File: config.mk
export PLATFORM = sky130hd
export DESIGN_NAME = hevc_codec_string_parser
export DESIGN_NICKNAME = d
export VERILOG_FILES = /design/src/rtl/hcsp_pkg.sv /design/src/rtl/hcsp_char_class.sv /design/src/rtl/hcsp_parser.sv /design/src/rtl/hevc_codec_string_parser.sv
export SDC_FILE = /design/constraint.sdc
export NUM_CORES = 1
export LEC_CHECK = 0
export BUFFER_PORTS_ARGS = -buffer_cell sky130_fd_sc_hd__buf_2
export CAP_MARGIN = 15
export CORE_MARGIN = 2
export CORE_UTILIZATION = 55
export DETAILED_ROUTE_END_ITERATION = 6
export PLACE_DENSITY = 0.77
export SYNTH_ARGS = -nofsm -noshare
export SYNTH_HDL_FRONTEND = slang
export SYNTH_HIERARCHICAL = 1
export SYNTH_SLANG_ARGS = --single-unit
File: constraint.sdc
create_clock -name clk -period 9.1 [get_ports clk]
set_clock_uncertainty 0.1 [all_clocks]
set_input_delay 1.82 -clock clk [delete_from_list [all_inputs] [get_ports clk]]
set_output_delay 1.82 -clock clk [all_outputs]
set_load 0.01 [all_outputs]
File: src/rtl/hcsp_pkg.sv
// Shared types and constants for the codec string parser.
package hcsp_pkg;

  localparam int CONSTRAINT_BYTES_DEF = 6;
  localparam int MAX_CONSTRAINT_BYTES = 6;

  localparam int IN_TDATA_W  = 8;
  localparam int OUT_TDATA_W = 104;

  // parser phases
  localparam logic [3:0] PH_DOT0   = 4'd0;
  localparam logic [3:0] PH_SPACE  = 4'd1;
  localparam logic [3:0] PH_PROF   = 4'd2;
  localparam logic [3:0] PH_COMPAT = 4'd3;
  localparam logic [3:0] PH_TIER   = 4'd4;
  localparam logic [3:0] PH_LEVEL  = 4'd5;
  localparam logic [3:0] PH_CONS   = 4'd6;

  localparam logic [7:0] CHAR_DOT = 8'h2E;
  localparam logic [7:0] CHAR_H   = 8'h48;
  localparam logic [7:0] CHAR_L   = 8'h4C;

  localparam logic [6:0] PROFILE_MAX = 7'd31;
  localparam logic [9:0] LEVEL_MAX   = 10'd255;

  // decoded character classes
  typedef struct packed {
    logic       is_dec;
    logic       is_hex;
    logic [3:0] digit;
    logic       is_dot;
    logic       is_space;
    logic [1:0] space_code;
    logic       is_tier;
    logic       tier_h;
  } hcsp_char_t;

  // verdict for one string
  typedef struct packed {
    logic        ok;
    logic [1:0]  space;
    logic        tier_h;
    logic [4:0]  profile;
    logic [31:0] compat;
    logic [7:0]  level;
    logic [47:0] cons;
    logic [2:0]  count;
  } hcsp_verdict_t;

endpackage

File: src/rtl/hcsp_char_class.sv
// Character classifier: digits, hex digits, dot and the letters of the tail.
module hcsp_char_class (
  input  logic [7:0]          char_code,
  output hcsp_pkg::hcsp_char_t cls
);
  import hcsp_pkg::*;

  logic dec, hex_lo, hex_up;

  always_comb begin
    dec    = (char_code >= 8'h30) && (char_code <= 8'h39);
    hex_lo = (char_code >= 8'h61) && (char_code <= 8'h66);
    hex_up = (char_code >= 8'h41) && (char_code <= 8'h46);
    cls.is_dec     = dec;
    cls.is_hex     = dec || hex_lo || hex_up;
    // letters a-f / A-F have 1..6 in the low nibble
    cls.digit      = dec ? char_code[3:0] : (char_code[3:0] + 4'd9);
    cls.is_dot     = (char_code == CHAR_DOT);
    cls.is_space   = (char_code >= 8'h41) && (char_code <= 8'h43);
    cls.space_code = char_code[1:0];
    cls.is_tier    = (char_code == CHAR_L) || (char_code == CHAR_H);
    cls.tier_h     = (char_code == CHAR_H);
  end

endmodule

File: src/rtl/hcsp_parser.sv
// Parser state, per-character update and end-of-string verdict.
module hcsp_parser #(
  parameter int CONSTRAINT_BYTES = hcsp_pkg::CONSTRAINT_BYTES_DEF
) (
  input  logic                    clk,
  input  logic                    rst_n,
  input  logic                    fire,
  input  logic                    last,
  input  hcsp_pkg::hcsp_char_t    ch,
  output hcsp_pkg::hcsp_verdict_t verdict
);
  import hcsp_pkg::*;

  localparam logic [2:0] GROUP_LIMIT = 3'(CONSTRAINT_BYTES);

  logic [3:0]  phase_r,   phase_nxt;
  logic [3:0]  run_r,     run_nxt;
  logic        failed_r,  failed_nxt;
  logic [1:0]  space_r,   space_nxt;
  logic [6:0]  prof_r,    prof_nxt;
  logic [31:0] compat_r,  compat_nxt;
  logic        tier_r,    tier_nxt;
  logic [9:0]  level_r,   level_nxt;
  logic [47:0] cons_r,    cons_nxt;
  logic [7:0]  gbyte_r,   gbyte_nxt;
  logic [2:0]  gidx_r,    gidx_nxt;

  logic        end_ok;

  // byte placed at its lane, group 0 in the top byte
  function automatic logic [47:0] lane(input logic [7:0] b, input logic [2:0] idx);
    logic [47:0] res;
    res = '0;
    for (int k = 0; k < MAX_CONSTRAINT_BYTES; k++) begin
      if (idx == 3'(k)) res[47 - 8*k -: 8] = b;
    end
    return res;
  endfunction

  always_comb begin
    phase_nxt  = phase_r;
    run_nxt    = run_r;
    failed_nxt = failed_r;
    space_nxt  = space_r;
    prof_nxt   = prof_r;
    compat_nxt = compat_r;
    tier_nxt   = tier_r;
    level_nxt  = level_r;
    cons_nxt   = cons_r;
    gbyte_nxt  = gbyte_r;
    gidx_nxt   = gidx_r;

    if (fire && !failed_r) begin
      if (phase_r == PH_SPACE && ch.is_space) begin
        space_nxt = ch.space_code;
        phase_nxt = PH_PROF;
      end else if (phase_r == PH_SPACE || phase_r == PH_PROF) begin
        // no space letter: this is already the first profile character
        phase_nxt = PH_PROF;
        if (ch.is_dec) begin
          if (run_r >= 4'd2) failed_nxt = 1'b1;
          else begin
            run_nxt  = run_r + 4'd1;
            prof_nxt = 7'({prof_r, 3'b000} + {prof_r, 1'b0} + {3'b000, ch.digit});
          end
        end else if (ch.is_dot && run_r != 4'd0 && prof_r <= PROFILE_MAX) begin
          phase_nxt = PH_COMPAT;
          run_nxt   = '0;
        end else failed_nxt = 1'b1;
      end else begin
        unique case (phase_r)
          PH_DOT0: begin
            if (ch.is_dot) begin
              phase_nxt = PH_SPACE;
              run_nxt   = '0;
            end else failed_nxt = 1'b1;
          end
          PH_COMPAT: begin
            if (ch.is_hex) begin
              if (run_r >= 4'd8) failed_nxt = 1'b1;
              else begin
                run_nxt    = run_r + 4'd1;
                compat_nxt = {compat_r[27:0], ch.digit};
              end
            end else if (ch.is_dot && run_r != 4'd0) begin
              phase_nxt = PH_TIER;
              run_nxt   = '0;
            end else failed_nxt = 1'b1;
          end
          PH_TIER: begin
            if (ch.is_tier) begin
              tier_nxt  = ch.tier_h;
              phase_nxt = PH_LEVEL;
              run_nxt   = '0;
            end else failed_nxt = 1'b1;
          end
          PH_LEVEL: begin
            if (ch.is_dec) begin
              if (run_r >= 4'd3) failed_nxt = 1'b1;
              else begin
                run_nxt   = run_r + 4'd1;
                level_nxt = 10'({level_r, 3'b000} + {level_r, 1'b0} + {6'd0, ch.digit});
              end
            end else if (ch.is_dot && run_r != 4'd0 && level_r <= LEVEL_MAX) begin
              phase_nxt = PH_CONS;
              run_nxt   = '0;
              gidx_nxt  = '0;
              gbyte_nxt = '0;
            end else failed_nxt = 1'b1;
          end
          PH_CONS: begin
            if (ch.is_hex) begin
              if (run_r >= 4'd2) failed_nxt = 1'b1;
              else begin
                run_nxt   = run_r + 4'd1;
                gbyte_nxt = {gbyte_r[3:0], ch.digit};
              end
            end else if (ch.is_dot && run_r != 4'd0) begin
              cons_nxt = cons_r | lane(gbyte_r, gidx_r);
              gidx_nxt = gidx_r + 3'd1;
              if ((gidx_r + 3'd1) >= GROUP_LIMIT) failed_nxt = 1'b1;
              else begin
                run_nxt   = '0;
                gbyte_nxt = '0;
              end
            end else failed_nxt = 1'b1;
          end
          default: failed_nxt = 1'b1;
        endcase
      end
    end
  end

  // verdict seen from the state after this character
  always_comb begin
    end_ok = !failed_nxt && run_nxt != 4'd0 &&
             ((phase_nxt == PH_LEVEL && level_nxt <= LEVEL_MAX) || phase_nxt == PH_CONS);
    verdict = '0;
    if (end_ok) begin
      verdict.ok      = 1'b1;
      verdict.space   = space_nxt;
      verdict.tier_h  = tier_nxt;
      verdict.profile = prof_nxt[4:0];
      verdict.compat  = compat_nxt;
      verdict.level   = level_nxt[7:0];
      if (phase_nxt == PH_CONS) begin
        verdict.cons  = cons_nxt | lane(gbyte_nxt, gidx_nxt);
        verdict.count = gidx_nxt + 3'd1;
      end else begin
        verdict.cons  = cons_nxt;
      end
    end
  end

  // the end of a string returns everything to its reset value
  always_ff @(posedge clk) begin
    if (!rst_n || (fire && last)) begin
      phase_r  <= PH_DOT0;
      run_r    <= '0;
      failed_r <= 1'b0;
      space_r  <= '0;
      prof_r   <= '0;
      compat_r <= '0;
      tier_r   <= 1'b0;
      level_r  <= '0;
      cons_r   <= '0;
      gbyte_r  <= '0;
      gidx_r   <= '0;
    end else begin
      phase_r  <= phase_nxt;
      run_r    <= run_nxt;
      failed_r <= failed_nxt;
      space_r  <= space_nxt;
      prof_r   <= prof_nxt;
      compat_r <= compat_nxt;
      tier_r   <= tier_nxt;
      level_r  <= level_nxt;
      cons_r   <= cons_nxt;
      gbyte_r  <= gbyte_nxt;
      gidx_r   <= gidx_nxt;
    end
  end

endmodule

File: src/rtl/hevc_codec_string_parser.sv
// Top level of the H.265 codec string tail parser with its result register.
// Throughput: one character per cycle while in_tready is high; the parser state updates in the cycle of the transfer.
// The verdict is registered and appears on out_* in the cycle after the transfer of the last character.
// The result register is the only stall point: input stalls only while a verdict waits.
// Reset (rst_n low, synchronous): parser back to "expect first dot", result register empty.
module hevc_codec_string_parser #(
  parameter int CONSTRAINT_BYTES = hcsp_pkg::CONSTRAINT_BYTES_DEF
) (
  input  logic                             clk,
  input  logic                             rst_n,
  // input channel, one character per transfer
  input  logic                             in_tvalid,
  output logic                             in_tready,
  input  logic [hcsp_pkg::IN_TDATA_W-1:0]  in_tdata,   // [7:0] char_code
  input  logic                             in_tlast,   // is_last
  // result channel, one verdict per string
  output logic                             out_tvalid,
  input  logic                             out_tready,
  output logic [hcsp_pkg::OUT_TDATA_W-1:0] out_tdata,  // [1:0] space_id, [2] tier_high,
                                                       // [7:3] profile_number,
                                                       // [39:8] compat_flags,
                                                       // [47:40] level_number,
                                                       // [95:48] constraint_bytes,
                                                       // [98:96] constraint_count, rest zero
  output logic                             out_tuser   // accepted
);
  import hcsp_pkg::*;

  hcsp_char_t    ch;
  hcsp_verdict_t verdict;
  logic          in_fire;

  logic                   out_tvalid_r;
  logic [OUT_TDATA_W-1:0] out_tdata_r;
  logic                   out_tuser_r;

  // a fresh transfer may land whenever the result register is free or being emptied
  assign in_tready = !out_tvalid_r || out_tready;
  assign in_fire   = in_tvalid && in_tready;

  hcsp_char_class u_class (
    .char_code (in_tdata[7:0]),
    .cls       (ch)
  );

  hcsp_parser #(
    .CONSTRAINT_BYTES (CONSTRAINT_BYTES)
  ) u_parser (
    .clk     (clk),
    .rst_n   (rst_n),
    .fire    (in_fire),
    .last    (in_tlast),
    .ch      (ch),
    .verdict (verdict)
  );

  // result register: loaded on the last character, cleared once taken
  always_ff @(posedge clk) begin
    if (!rst_n) begin
      out_tvalid_r <= 1'b0;
    end else if (in_fire && in_tlast) begin
      out_tvalid_r <= 1'b1;
    end else if (out_tready) begin
      out_tvalid_r <= 1'b0;
    end
  end

  always_ff @(posedge clk) begin
    if (in_fire && in_tlast) begin
      out_tdata_r <= {5'd0, verdict.count, verdict.cons, verdict.level, verdict.compat,
                      verdict.profile, verdict.tier_h, verdict.space};
      out_tuser_r <= verdict.ok;
    end
  end

  assign out_tvalid = out_tvalid_r;
  assign out_tdata  = out_tdata_r;
  assign out_tuser  = out_tuser_r;

endmodule

==> impl_metrics.yaml <==
clock_network:
  cts.clk_slew.worst_paths_ps: 60
  cts_buffers: 23
  cts_tree: "yes"
  postCtsSetupBuffers: 0
  cts.sinks: 221
  ctsHtreeMaxLevel: 1
  cts_root_buf: "clkbuf_16"
  clk_latency_ps: 520
  clk_path_buf_depth: 3
  post_cts_resized: 0
  cts_hold_buf: 0
pwr:
  p_per_area_mw_per_mm2: 184
  leakagePower_nw: 4.33
  vdd_drop_max_mv: 0.144
drt:
  drtIter0Drc: 694
  ant_nets: 0
  wl_microns: 24100
  vias_per_cell: 5.84
  firstDrtPassIters: 5
  wl_per_cell_microns: 18.6
  drc: 0
  vias: 7569
synthesis:
  synth.area.top_cells: "edfxtp_1, dfxtp_1, nor2_1"
  yosys-mux-area-fraction: 0.0478
  synth.distinct_cells: 78
  synthCells: 963
  synth-seq-area-share: 0.544
  synthSimpleGateAreaFrac: 0.172
  synth_area_per_cell_sq_um: 10.4
  synth_async_sr_flop_share: 0
  synth_compound_area_frac: 0.127
  syn-cell-area_sq_mm: 0.00997
  synth-seq-cells: 221
  synth_flop_cell: "dfxtp_1"
  synth_top_family_by_area: "simple AND/OR/NAND/NOR gates"
  synth_edf_count: 100
  synthAdderAreaFrac: 0.0570
  yosys.area.top_type: "edfxtp_1"
  yosysWarnings: 6
  synthDominantCellAreaShare: 0.301
  synth-xor-area-share: 0.0105
run:
  cap_violations: 0
grt:
  grt_max_degree: 75
  grt_pass1_vias: 7324
  grt.overflow.total: 0
  groute.usage.overall: 0.247
  antenna_found_initial: 0
  grt_pass1_wl_microns: 38400
final_layout:
  layout_common_cells: "nor2_1, dfxtp_1, buf_2"
  final_common_cell: "nor2_1"
  drive_above_1_share: 0.170
  final_area_sq_mm: 0.0114
  post-route-util: 0.634
  synthToLayoutAreaGrowth_pct: 13.9
  nNetsFinal: 1106
  n_fill_cell: 1445
  antennaDiodeCount: 0
place:
  hpwl_microns: 15900
  routabilityCongestion: 0.948
  port_buffers: 114
  dpl_worst_slack_ps: 2110
  dpl_cell_area_sq_mm: 0.0106
timing:
  drv_slew: 0
  rsz0062_at_grt: "no"
  hold_slack_ps: 368
  tightest_slew_ps: 1110
  hold_viol_final: 0
  setup_ws_ps: 2580
  tns_ps: 0
  setup_violations: 0
  finalCriticalPeriod_ps: 6520
  max_freq_mhz: 153
  slew_headroom: 0.260
  timing.final.crit_share: 0.717
floorplan:
  rows: 49
  io_pins: 120
  die-area_sq_mm: 0.0192
  die_height_microns: 139
  core_area_sq_mm: 0.0179
  die_x_microns: 139
  initial_utilization: 0.557
worst_setup_path:
  path_max_fanout: 71
  cp-end-kind: "flip-flop"
  worstPathArrival_ps: 6660
  path_class: "input port to flip-flop"
  required_ps: 9240
  cp-start-kind: "input port"
min_path:
  holdCritPathClass: "flip-flop to flip-flop"
status:
  outcome: "complete, no violations"
[layer usage]
layer	vias up	track usage	share of wire
li1	3593	-	-
met1	3595	0.320	0.42
met2	310	0.409	0.47
met3	71	0.0445	0.073
met4	0	0.108	0.037
met5	-	0	0
[final cells by class]
| cell class | instances | area (sq um) | area share |
|---|---|---|---|
| Sequential cell | 221 | 5430 | 0.478 |
| Inverter | 23 | 86.3 | 0.00760 |
| Timing Repair Buffer | 122 | 631 | 0.0555 |
| Clock inverter | 6 | 100 | 0.00881 |
| Tap cell | 229 | 287 | 0.0252 |
| Clock buffer | 36 | 644 | 0.0567 |
| Multi-Input combinational cell | 659 | 4180 | 0.368 |
[flip-flops by register name, indices dropped and copies added (netlist names)]
name / count
u_parser/gbyte_r: 8
u_parser/compat_r: 32
out_tdata: 99
u_parser/space_r: 2
u_parser/tier_r: 1
u_parser/gidx_r: 3
out_tvalid: 1
u_parser/phase_r: 4
out_tuser: 1
u_parser/prof_r: 7
u_parser/failed_r: 1
u_parser/level_r: 10
u_parser/run_r: 4
u_parser/cons_r: 48
[kinds of logic (layout without fill, tap and decap cells)]
kind of cell	count (synthesis)	after routing
other	1	5
AND/OR/NAND/NOR	354	354
multiplexers	47	47
buffers and inverters	87	187
flip-flops	221	221
adder cells (fa/ha/maj)	43	43
XOR/XNOR	12	12
AO/OA/AOI/OAI	198	198
[report_power, final]
part | leakage [nW] | switching, W | internal (W) | total (W)
clock | 0.353 | 0.000381 | 0.000547 | 0.000928
combinational | 2.09 | 0.0000661 | 0.0000297 | 0.0000958
sequential | 1.88 | 0.00000664 | 0.00105 | 0.00106
[critical path: stages]
cell       delay [ps]
buf_2             120
nand4bb_1         410
o211a_1           330
nor2_1            420
inv_1             170
fa_1              550
fa_1              450
nor2b_1           190
o31ai_1           130
a2111oi_0         430
a211oi_1          140
a41o_1            290
o311ai_4          270
buf_4             750
nor2_1            140
[per-stage QoR]
stage                     power [W]  cells
after floorplan             0.00114    967
after global placement      0.00118   1254
after detailed placement    0.00118   1254
after CTS                   0.00210   1296
after global routing        0.00214   1296
final                       0.00209   1296
[final timing paths]
| kind | from | cells after the start | to | slack (ps) |
|---|---|---|---|---|
| setup / recovery | in_tdata[7] | 15 | out_tdata[17]$_DFFE_PP_ | 2580 |
| hold / removal | u_parser/cons_r[10]$_SDFF_PP0_ | 2 | u_parser/cons_r[10]$_SDFF_PP0_ | 370 |
| setup reg to reg | u_parser/run_r[1]$_SDFF_PP0_ | 10 | out_tdata[17]$_DFFE_PP_ | 4400 |
| hold reg to reg | u_parser/cons_r[10]$_SDFF_PP0_ | 2 | u_parser/cons_r[10]$_SDFF_PP0_ | 370 |
[synth_stat cells (14+ instances only)]
library cell,count
edfxtp_1,100
o21ai_0,14
nor2_1,176
a31oi_1,30
ha_1,39
nor2b_1,18
a21oi_1,93
clkbuf_1,32
inv_1,23
dfxtp_1,121
buf_4,15
mux2i_1,45
nand2_1,62
nand2b_1,14
Note: power is estimated with default switching activity, not from simulation.
